<file path="config.mk">
export PLATFORM = sky130hd
export DESIGN_NAME = delayed_repeating_timer
export DESIGN_NICKNAME = d
export VERILOG_FILES = /design/src/design/drt_pkg.sv /design/src/design/drt_ctrl.sv /design/src/design/drt_dpath.sv /design/src/design/delayed_repeating_timer.sv
export SDC_FILE = /design/constraint.sdc
export NUM_CORES = 1
export LEC_CHECK = 0
export ABC_AREA = 1
export BUFFER_PORTS_ARGS = -buffer_cell sky130_fd_sc_hd__buf_2
export CORE_MARGIN = 1.5
export CORE_UTILIZATION = 49
export CTS_BUF_LIST = sky130_fd_sc_hd__clkbuf_4 sky130_fd_sc_hd__clkbuf_8
export DETAILED_ROUTE_END_ITERATION = 10
export GPL_ROUTABILITY_DRIVEN = 0
export GPL_TIMING_DRIVEN = 0
export HOLD_SLACK_MARGIN = 0.02
export PLACE_DENSITY_LB_ADDON = 0.25
export SLEW_MARGIN = 20
export SYNTH_ARGS = -nofsm -noshare
export SYNTH_HDL_FRONTEND = slang
export SYNTH_HIERARCHICAL = 1
export SYNTH_SLANG_ARGS = --single-unit
</file>
<file path="constraint.sdc">
create_clock -name clk -period 10.6 [get_ports clk]
set_input_delay 0.53 -clock clk [delete_from_list [all_inputs] [get_ports clk]]
set_output_delay 0.53 -clock clk [all_outputs]
set_load 0.03 [all_outputs]
</file>
<file path="src/design/drt_pkg.sv">
`default_nettype none

package drt_pkg;

    localparam int unsigned CFG_W     = 24;
    localparam int unsigned ELAPSED_W = 32;
    localparam int unsigned FIRES_W   = 25;
    localparam int unsigned TICK_W    = 16;
    localparam int unsigned APB_AW    = 4;
    localparam int unsigned APB_DW    = 32;

    // Register indexes (byte address / 4)
    localparam logic [1:0] REG_INTERVAL    = 2'd0;
    localparam logic [1:0] REG_DELAY       = 2'd1;
    localparam logic [1:0] REG_REPEAT      = 2'd2;
    localparam logic [1:0] REG_RUN_FOREVER = 2'd3;

    typedef enum logic [1:0] {
        ST_IDLE,
        ST_DELAY,
        ST_PERIOD,
        ST_LOOP
    } state_t;

    typedef struct packed {
        logic [CFG_W-1:0] interval_ms;
        logic [CFG_W-1:0] delay_ms;
        logic [CFG_W-1:0] repeat_count;
        logic             run_forever;
    } cfg_t;

    typedef struct packed {
        logic arm;
        logic accum;
        logic fire_delay;
        logic set_period;
        logic fire_loop;
    } cmd_t;

    typedef struct packed {
        logic armed;
        logic stopped;
        logic delay_pending;
        logic delay_reached;
        logic can_fire;
        logic last_delay;
        logic last_loop;
        logic out_free;
    } status_t;

endpackage

`default_nettype wire

</file>
<file path="src/design/drt_ctrl.sv">
`default_nettype none

module drt_ctrl (
    input  wire logic            clk,
    input  wire logic            rst_n,
    input  wire logic            in_valid,
    output logic                 in_ready,
    input  wire drt_pkg::status_t status,
    output drt_pkg::cmd_t        cmd
);

    drt_pkg::state_t state_reg;
    drt_pkg::state_t state_next;

    always_ff @(posedge clk or negedge rst_n)
    begin
        if (!rst_n)
        begin
            state_reg <= drt_pkg::ST_IDLE;
        end
        else
        begin
            state_reg <= state_next;
        end
    end

    always_comb
    begin
        state_next = state_reg;
        cmd        = '0;
        in_ready   = 1'b0;
        unique case (state_reg)
            drt_pkg::ST_IDLE:
            begin
                in_ready = 1'b1;
                if (in_valid && !status.stopped)
                begin
                    if (!status.armed)
                    begin
                        cmd.arm = 1'b1;
                    end
                    else
                    begin
                        cmd.accum  = 1'b1;
                        state_next = status.delay_pending ? drt_pkg::ST_DELAY
                                                          : drt_pkg::ST_PERIOD;
                    end
                end
            end
            drt_pkg::ST_DELAY:
            begin
                if (!status.delay_reached)
                begin
                    state_next = drt_pkg::ST_IDLE;
                end
                else if (status.out_free)
                begin
                    cmd.fire_delay = 1'b1;
                    state_next     = status.last_delay ? drt_pkg::ST_IDLE
                                                       : drt_pkg::ST_PERIOD;
                end
            end
            drt_pkg::ST_PERIOD:
            begin
                cmd.set_period = 1'b1;
                state_next     = drt_pkg::ST_LOOP;
            end
            drt_pkg::ST_LOOP:
            begin
                if (!status.can_fire)
                begin
                    state_next = drt_pkg::ST_IDLE;
                end
                else if (status.out_free)
                begin
                    cmd.fire_loop = 1'b1;
                    if (status.last_loop)
                    begin
                        state_next = drt_pkg::ST_IDLE;
                    end
                end
            end
            default:
            begin
                state_next = drt_pkg::ST_IDLE;
            end
        endcase
    end

endmodule

`default_nettype wire

</file>
<file path="src/design/drt_dpath.sv">
`default_nettype none

module drt_dpath #(
    parameter int unsigned MAX_FIRES_PER_TICK = 16
) (
    input  wire logic                              clk,
    input  wire logic                              rst_n,
    input  wire drt_pkg::cfg_t                     cfg,
    input  wire logic [drt_pkg::TICK_W-1:0]        tick_ms,
    input  wire drt_pkg::cmd_t                     cmd,
    output drt_pkg::status_t                       status,
    output logic                                   out_valid,
    input  wire logic                              out_ready,
    output logic [drt_pkg::ELAPSED_W-1:0]          fire_ms,
    output logic                                   from_delay,
    output logic                                   finished,
    output logic                                   last_of_tick
);

    localparam int unsigned NW = $clog2(MAX_FIRES_PER_TICK + 1);
    localparam logic [NW-1:0] N_MAX = NW'(MAX_FIRES_PER_TICK);
    localparam logic [NW-1:0] N_ONE = NW'(1);
    localparam int unsigned EW = drt_pkg::ELAPSED_W;
    localparam int unsigned FW = drt_pkg::FIRES_W;

    logic          armed_reg;
    logic          stopped_reg;
    logic          delay_pending_reg;
    logic [EW-1:0] elapsed_reg;
    logic [FW-1:0] fires_reg;
    logic [EW-1:0] period_reg;
    logic [NW-1:0] n_reg;

    logic          out_valid_reg;
    logic [EW-1:0] fire_ms_reg;
    logic          from_delay_reg;
    logic          finished_reg;
    logic          last_reg;

    logic [EW:0]   sum;
    logic [EW-1:0] elapsed_sat;
    logic [EW-1:0] delay_ext;
    logic [EW-1:0] interval_ext;
    logic [EW-1:0] after_delay;
    logic [EW-1:0] after_period;
    logic [FW-1:0] fires_inc;
    logic          fin;
    logic [NW-1:0] n_inc;
    logic          out_free;

    assign sum          = {1'b0, elapsed_reg} + {{(EW + 1 - drt_pkg::TICK_W){1'b0}}, tick_ms};
    assign elapsed_sat  = sum[EW] ? {EW{1'b1}} : sum[EW-1:0];
    assign delay_ext    = {{(EW - drt_pkg::CFG_W){1'b0}}, cfg.delay_ms};
    assign interval_ext = {{(EW - drt_pkg::CFG_W){1'b0}}, cfg.interval_ms};
    assign after_delay  = elapsed_reg - delay_ext;
    assign after_period = elapsed_reg - period_reg;

    // Saturating fire count and repeat limit
    assign fires_inc = (&fires_reg) ? fires_reg : fires_reg + FW'(1);
    assign fin = !cfg.run_forever &&
                 (fires_inc > {{(FW - drt_pkg::CFG_W){1'b0}}, cfg.repeat_count});
    assign n_inc = n_reg + N_ONE;

    assign out_free = !out_valid_reg || out_ready;

    always_comb
    begin
        status               = '0;
        status.armed         = armed_reg;
        status.stopped       = stopped_reg;
        status.delay_pending = delay_pending_reg;
        status.delay_reached = elapsed_reg >= delay_ext;
        status.can_fire      = elapsed_reg >= period_reg;
        // A zero interval lets the loop fire once after the delay fire
        status.last_delay    = fin || (N_ONE >= N_MAX) ||
                               ((cfg.interval_ms != '0) && (after_delay < interval_ext));
        status.last_loop     = fin || (after_period == '0) || (n_inc >= N_MAX) ||
                               (after_period < period_reg);
        status.out_free      = out_free;
    end

    always_ff @(posedge clk or negedge rst_n)
    begin
        if (!rst_n)
        begin
            armed_reg         <= 1'b0;
            stopped_reg       <= 1'b0;
            delay_pending_reg <= 1'b0;
            elapsed_reg       <= '0;
            fires_reg         <= '0;
            n_reg             <= '0;
            out_valid_reg     <= 1'b0;
        end
        else
        begin
            if (cmd.arm)
            begin
                armed_reg         <= 1'b1;
                elapsed_reg       <= '0;
                fires_reg         <= '0;
                delay_pending_reg <= (cfg.delay_ms != '0);
            end
            if (cmd.accum)
            begin
                elapsed_reg <= elapsed_sat;
                n_reg       <= '0;
            end
            if (cmd.fire_delay)
            begin
                elapsed_reg       <= after_delay;
                delay_pending_reg <= 1'b0;
                fires_reg         <= fires_inc;
                n_reg             <= N_ONE;
                if (fin)
                begin
                    stopped_reg <= 1'b1;
                end
            end
            if (cmd.fire_loop)
            begin
                elapsed_reg <= after_period;
                fires_reg   <= fires_inc;
                n_reg       <= n_inc;
                if (fin)
                begin
                    stopped_reg <= 1'b1;
                end
            end
            if (cmd.fire_delay || cmd.fire_loop)
            begin
                out_valid_reg <= 1'b1;
            end
            else if (out_ready)
            begin
                out_valid_reg <= 1'b0;
            end
        end
    end

    // Payload registers
    always_ff @(posedge clk)
    begin
        if (cmd.set_period)
        begin
            period_reg <= (cfg.interval_ms != '0) ? interval_ext : elapsed_reg;
        end
        if (cmd.fire_delay)
        begin
            fire_ms_reg    <= delay_ext;
            from_delay_reg <= 1'b1;
            finished_reg   <= fin;
            last_reg       <= status.last_delay;
        end
        else if (cmd.fire_loop)
        begin
            fire_ms_reg    <= period_reg;
            from_delay_reg <= 1'b0;
            finished_reg   <= fin;
            last_reg       <= status.last_loop;
        end
    end

    assign out_valid    = out_valid_reg;
    assign fire_ms      = fire_ms_reg;
    assign from_delay   = from_delay_reg;
    assign finished     = finished_reg;
    assign last_of_tick = last_reg;

endmodule

`default_nettype wire

</file>
<file path="src/design/delayed_repeating_timer.sv">
`default_nettype none

// Channel  Direction  Handshake             Payload
// -------  ---------  --------------------  --------------------------------------------
// in       input      in_valid / in_ready   tick_ms[15:0]
// out      output     out_valid / out_ready fire_ms[31:0], from_delay, finished, last_of_tick
// apb      input      psel/penable/pready   paddr[3:0], pwdata[31:0], prdata[31:0]
//
// A tick item is taken in the idle state; a pending delay is checked and fired in the delay
// state, the period is loaded in the period state and each loop fire comes from the loop state.
// The fire loop runs over the subtract/compare in the datapath.
// The next tick is taken while the last fire still sits in the output register.
// A stalled output holds the fire loop; the loop resumes the cycle the item is taken.
// Reset clears the timer state and loads the register reset values.

module delayed_repeating_timer #(
    parameter int unsigned MAX_FIRES_PER_TICK = 16
) (
    input  wire logic                           clk,
    input  wire logic                           rst_n,
    input  wire logic                           in_valid,
    output logic                                in_ready,
    input  wire logic [drt_pkg::TICK_W-1:0]     tick_ms,
    output logic                                out_valid,
    input  wire logic                           out_ready,
    output logic [drt_pkg::ELAPSED_W-1:0]       fire_ms,
    output logic                                from_delay,
    output logic                                finished,
    output logic                                last_of_tick,
    input  wire logic                           psel,
    input  wire logic                           penable,
    input  wire logic                           pwrite,
    input  wire logic [drt_pkg::APB_AW-1:0]     paddr,
    input  wire logic [drt_pkg::APB_DW-1:0]     pwdata,
    output logic [drt_pkg::APB_DW-1:0]          prdata,
    output logic                                pready
);

    drt_pkg::cfg_t    cfg_reg;
    drt_pkg::cmd_t    cmd;
    drt_pkg::status_t status;
    logic [1:0]       reg_idx;
    logic             wr_en;

    assign pready  = 1'b1;
    assign reg_idx = paddr[3:2];
    assign wr_en   = psel && penable && pwrite;

    always_ff @(posedge clk or negedge rst_n)
    begin
        if (!rst_n)
        begin
            cfg_reg.interval_ms  <= '0;
            cfg_reg.delay_ms     <= '0;
            cfg_reg.repeat_count <= '0;
            cfg_reg.run_forever  <= 1'b1;
        end
        else if (wr_en)
        begin
            unique case (reg_idx)
                drt_pkg::REG_INTERVAL:    cfg_reg.interval_ms  <= pwdata[drt_pkg::CFG_W-1:0];
                drt_pkg::REG_DELAY:       cfg_reg.delay_ms     <= pwdata[drt_pkg::CFG_W-1:0];
                drt_pkg::REG_REPEAT:      cfg_reg.repeat_count <= pwdata[drt_pkg::CFG_W-1:0];
                drt_pkg::REG_RUN_FOREVER: cfg_reg.run_forever  <= pwdata[0];
                default:                  ;
            endcase
        end
    end

    always_comb
    begin
        prdata = '0;
        unique case (reg_idx)
            drt_pkg::REG_INTERVAL:
                prdata = {{(drt_pkg::APB_DW - drt_pkg::CFG_W){1'b0}}, cfg_reg.interval_ms};
            drt_pkg::REG_DELAY:
                prdata = {{(drt_pkg::APB_DW - drt_pkg::CFG_W){1'b0}}, cfg_reg.delay_ms};
            drt_pkg::REG_REPEAT:
                prdata = {{(drt_pkg::APB_DW - drt_pkg::CFG_W){1'b0}}, cfg_reg.repeat_count};
            drt_pkg::REG_RUN_FOREVER:
                prdata = {{(drt_pkg::APB_DW - 1){1'b0}}, cfg_reg.run_forever};
            default:
                prdata = '0;
        endcase
    end

    drt_ctrl u_ctrl (
        .clk      (clk),
        .rst_n    (rst_n),
        .in_valid (in_valid),
        .in_ready (in_ready),
        .status   (status),
        .cmd      (cmd)
    );

    drt_dpath #(
        .MAX_FIRES_PER_TICK (MAX_FIRES_PER_TICK)
    ) u_dpath (
        .clk          (clk),
        .rst_n        (rst_n),
        .cfg          (cfg_reg),
        .tick_ms      (tick_ms),
        .cmd          (cmd),
        .status       (status),
        .out_valid    (out_valid),
        .out_ready    (out_ready),
        .fire_ms      (fire_ms),
        .from_delay   (from_delay),
        .finished     (finished),
        .last_of_tick (last_of_tick)
    );

    // A fire only loads the output register when it is free
    a_fire_needs_room: assert property (@(posedge clk) disable iff (!rst_n)
        (cmd.fire_delay || cmd.fire_loop) |-> status.out_free)
        else $error("fire issued while output register is occupied");

    // A stopped timer never fires again
    a_stopped_silent: assert property (@(posedge clk) disable iff (!rst_n)
        status.stopped |-> !(cmd.fire_delay || cmd.fire_loop))
        else $error("fire issued after the timer stopped");

    // A fire that ends the tick returns the controller to idle
    a_last_returns_idle: assert property (@(posedge clk) disable iff (!rst_n)
        (cmd.fire_loop && status.last_loop) |=> in_ready)
        else $error("controller kept firing after the last fire of a tick");

endmodule

`default_nettype wire

</file>
Word-level counts from Yosys, hierarchy flattened
Cells that the tools add are included.
{"block": "totals", "ff_bits": 208, "inputBits": 59, "elab_cells": 121}
{"block": "op_classes", "n_addsub": 5, "magnitude_cmp": 6, "eq_ne": 11, "n_mux": 49, "reduce_logical": 31}
{"cell": "32-bit two-way mux", "n": 5}
{"cell": "32-bit case mux with 4 select lines", "n": 1}
{"cell": "25-bit two-way mux", "n": 4}
{"cell": "24-bit two-way mux", "n": 3}
{"cell": "24-bit nonzero test", "n": 2}
{"cell": "32-bit by 16-bit adder with 33-bit output", "n": 1}
{"cell": "32-bit by 24-bit greater-or-equal comparator with 1-bit output", "n": 1}
{"cell": "32-bit greater-or-equal comparator", "n": 1}
{"cell": "32-bit logical NOT", "n": 1}
{"cell": "32-bit by 24-bit less-than comparator with 1-bit output", "n": 1}
{"cell": "32-bit less-than comparator", "n": 1}
{"cell": "32-bit by 24-bit subtractor with 32-bit output", "n": 1}
{"cell": "32-bit subtractor", "n": 1}
{"cell": "25-bit by 1-bit adder with 25-bit output, second input constant", "n": 1}
{"cell": "25-bit by 24-bit greater-than comparator with 1-bit output", "n": 1}
{"cell": "25-bit AND reduction", "n": 1}
{"cell": "2-bit two-way mux", "n": 11}
{"cell": "1-bit two-way mux", "n": 21}
{"cell": "5-bit two-way mux", "n": 3}
{"cell": "2-bit equality test, second input constant", "n": 4}
{"cell": "2-bit case mux with 4 select lines", "n": 1}
{"cell": "2-bit AND reduction", "n": 4}
{"cell": "1-bit logical OR", "n": 6}
{"cell": "3-bit by 2-bit inequality test with 1-bit output, second input constant", "n": 2}
{"cell": "12 further kinds", "n": 24}

Depth between registers and ports, before layout
{"block": "depth", "depth_word": 11, "depth_mapped": 31}

Hierarchy
The synthesis kept the hierarchy.
{"module": "drt_dpath", "instances": 1, "cells_per_inst": 2155, "area_per_inst_um2": 14192.4, "seq_area_each_um2": 3573.4}
{"module": "delayed_repeating_timer", "instances": 1, "cells_per_inst": 438, "area_per_inst_um2": 3350.7, "seq_area_each_um2": 1828.0}
{"module": "drt_ctrl", "instances": 1, "cells_per_inst": 39, "area_per_inst_um2": 214.0, "seq_area_each_um2": 50.0}

Least setup slack after synthesis
No wires, ideal clock.
{"block": "synth_path", "kind": "reg2reg", "startpoint": "register u_dpath.elapsed_reg[0]", "endpoint": "register u_dpath.finished_reg, in the netlist u_dpath/finished, enable pin", "setup_time_ns": 0.401, "arrival_ns": 3.269, "required_ns": 10.199, "path_slack_ns": 6.931, "stages_incl_launch_ff": 20, "period_less_slack_ns": 3.669, "cell_sequence": "dfrtp_1 inv_1 ha_1 inv_1 fa_1 nand3_1 nand3_1 nand2_1 nand2_2 nand2_1 nand3_1 a41o_1 a21boi_0 o211ai_1 nand3_1 nor2_1 buf_2 nor2_4 inv_2 clkbuf_1"}
{"element": "start: declaration", "line_no": "drt_dpath.sv:29", "source": "logic [EW-1:0] elapsed_reg;"}
{"element": "start signal: assignment", "line_no": "drt_dpath.sv:105", "source": "elapsed_reg <= elapsed_sat;"}
{"element": "start signal: assignment", "line_no": "drt_dpath.sv:110", "source": "elapsed_reg <= after_delay;"}
{"element": "start signal: assignment", "line_no": "drt_dpath.sv:121", "source": "elapsed_reg <= after_period;"}
{"element": "end signal: assignment", "line_no": "drt_dpath.sv:151", "source": "finished_reg <= fin;"}
{"element": "end signal: assignment", "line_no": "drt_dpath.sv:158", "source": "finished_reg <= fin;"}
{"element": "end: declaration", "line_no": "drt_dpath.sv:37", "source": "logic finished_reg;"}

==> impl_metrics.csv <==
group,metric,value,unit
logic_synthesis,avgSynthCellArea,6.75,um^2
logic_synthesis,netlist_instances,2632,
final_layout,fin_cells,3281,
die,coreArea,0.0357,mm^2
timing,max_freq,190,MHz
worst_setup_path,cp_max_fo,10,
drt,routed_wl,61200,um
drt,wl_per_cell,18.7,um
clocking,cts_resized,0,
timing,worst_pin_slew,914,ps
final_layout,largest_register_ff_count,73,
die,die_h,193,um
logic_synthesis,synthFlopType,"dfrtp_1",
timing,rsz0062_at_grt,"false",
clocking,cts_tree,"yes",
outcome,outcome,"complete, but fails checks",
placement,place_inst,3211,
placement,numPortBuffers,109,
pwr,ir_drop,0.107,mV
global_route,grt_pass1_wl,96000,um
worst_setup_path,worst_path_most_repeated_cell,"nand3_1",
pwr,power.density,124,mW/mm^2
drt,dr.pass1.iters,10,
worst_setup_path,critPathMaxStageDelay,600,ps
worst_setup_path,startpoint_type,"flop",
timing,slew_headroom,38.9,%
clocking,cts_buffer_depth,3,
timing,whs,199,ps
clocking,cts_made_buffers,38,
logic_synthesis,ys_ff_latch,208,
flow_run,max-cap-violations,0,
worst_setup_path,crit_type,"reg2reg",
global_route,grt_max_degree,85,
die,die_w,193,um
drt,detail-route-antenna-nets,0,
clocking,clk_pin_slew,60,ps
global_route,antenna_found_initial,0,
logic_synthesis,ys_seq_area_share,30.7,%
die,start_util,49.8,%
clocking,ctsHtreeMaxLevel,2,
final_layout,drive_above_1_share,10.7,%
die,core.rowCount,69,
timing,layout_min_cycle_time,5260,ps
clocking,clkLatencyLatePin,570,ps
worst_setup_path,worstPathArrival,5720,ps
worst_setup_path,crit_required,11060,ps
worst_setup_path,r2r_slack,5340,ps
global_route,grt_overflow,0,
drt,via_count,18587,
worst_setup_path,crit_path_top_delay_cell,"edfxtp_1",
drt,via_per_inst,5.67,
pwr,p_leak,10.5,nW
timing,fin_tns_setup,0,ps
timing,setup_viol,0,
global_route,grt_pass1_vias,17552,
timing,final.setup_skew,37.8,ps
timing,report.final.slew_viol_count,0,
worst_setup_path,worstSetupEndpointType,"flop",
logic_synthesis,synth_warnings,6,
timing,hold_violations,0,
die,dieArea,0.0374,mm^2
logic_synthesis,async_flop_share,67.8,%
logic_synthesis,synth-edff-count,58,
placement,hpwl,49500,um
final_layout,area_growth,11.4,%
outcome,violations,"DRC",
final_layout,final_cell_mix,"nand2_1 (877), inv_1 (370), nor2_1 (181)",
final_layout,final_common_cell,"nand2_1",
timing,min_period_over_period,49.7,%
hold_path,hold_path_class,"in2reg",
clocking,cts_sinks,208,
worst_setup_path,crit_family,"simple AND/OR/NAND/NOR gates",
final_layout,antenna_cells,0,
global_route,track_usage,32.6,%
final_layout,nNetsFinal,3006,
drt,drc,13,
die,io_pins,129,
final_layout,fill_cells,3493,
worst_setup_path,cp_num_buf_inv,6,
logic_synthesis,synthesis.area,0.0178,mm^2
logic_synthesis,synth_cell_types,63,
clocking,clockRootBuffer,"clkbuf_8",
drt,drt_first_iter_violations,2245,
-- cell usage after synthesis (all sizes together), types with 7 or more instances --
library cell,number,share of area [%]
a21o,7,0.30
a21oi,154,4.4
a22o,7,0.35
a22oi,11,0.47
buf,40,1.4
clkbuf,26,0.55
dfrtp,140,20
dfxtp,9,1.0
edfxtp,58,9.8
ha,153,11
inv,382,8.1
nand2,908,20
nand3,137,3.9
nand3b,12,0.51
nand4,46,1.7
nor2,200,4.6
nor3,36,1.2
nor4,15,0.53
o211ai,8,0.34
o21ai,161,4.7
or2,7,0.26
xnor2,13,0.64
xor2,53,2.7
-- final cells by class --
cell class,count,area [um^2],area share (%)
timing repair buffer,112,613,3.10
tap,461,577,2.91
multi-input combinational,1983,10500,53.3
sequential,208,5450,27.5
inverter,382,1430,7.25
buffer,66,353,1.78
clock buffer,56,683,3.45
clock inverter,13,131,0.664
-- where the power goes --
part	total, mW	internal (mW)	switching, mW
Combinational	0.652	0.216	0.436
Sequential	0.963	0.885	0.0783
Clock	0.839	0.467	0.372
-- final timing paths --
path | start | endpoint | depth (start not counted)
setup reg to reg | u_dpath/period_reg[0] | u_dpath/elapsed_reg[3] | 25
min in group asynchronous | rst_n | u_dpath/fires_reg[16] | 2
hold reg to reg | u_dpath/from_delay | u_dpath/from_delay | 2
setup / recovery | u_dpath/period_reg[0] | u_dpath/elapsed_reg[3] | 25
hold / removal | pwdata[7] | cfg_reg[8] | 3
max in group asynchronous | rst_n | cfg_reg[0] | 3
-- metal layers --
metal	part of all wire [%]	up-vias	GRT usage, %	wire (um)
met5	0	-	0	0
met1	43	8558	45.1	26100
met4	4.9	0	15.2	3010
li1	-	8826	-	-
met3	9.9	194	5.13	6040
met2	43	1009	50.0	26100
-- kinds of logic (layout without fill, tap and decap cells) --
logic type,after synthesis,in the layout,synth area share (%)
AO/OA/AOI/OAI,385,385,12.1
AND/OR/NAND/NOR,1367,1367,32.6
other,2,9,0.0423
flip-flops,208,208,30.7
adder cells (fa/ha/maj),156,156,11.1
XOR/XNOR,66,66,3.38
buffers and inverters,448,629,10.1
-- stage by stage --
stage | setup slack [ps] | power [mW] | util, % | area (um^2)
6_report | 5340 | 2.45 | 55.5 | 19800
5_1_grt | 5110 | 2.58 | 55.5 | 19800
4_1_cts | 5570 | 2.44 | 55.5 | 19800
3_5_place_dp | 5640 | 1.61 | 53.2 | 19000
3_3_place_gp | 5290 | 1.59 | 53.0 | 18900
2_1_floorplan | 6930 | 1.39 | - | 17800
-- tightest hold or removal path, delay by kind of cell --
family	cells	cell delay (ps)
buf+inv	1	100
simple gates	2	100
-- timing repair --
action / 4_1_cts / 5_1_grt
hold endpoints to repair: 57 / 0
buffers inserted: 0 / 0
hold buffers: 1 / 0
Note: power is estimated with default switching activity, not from simulation.
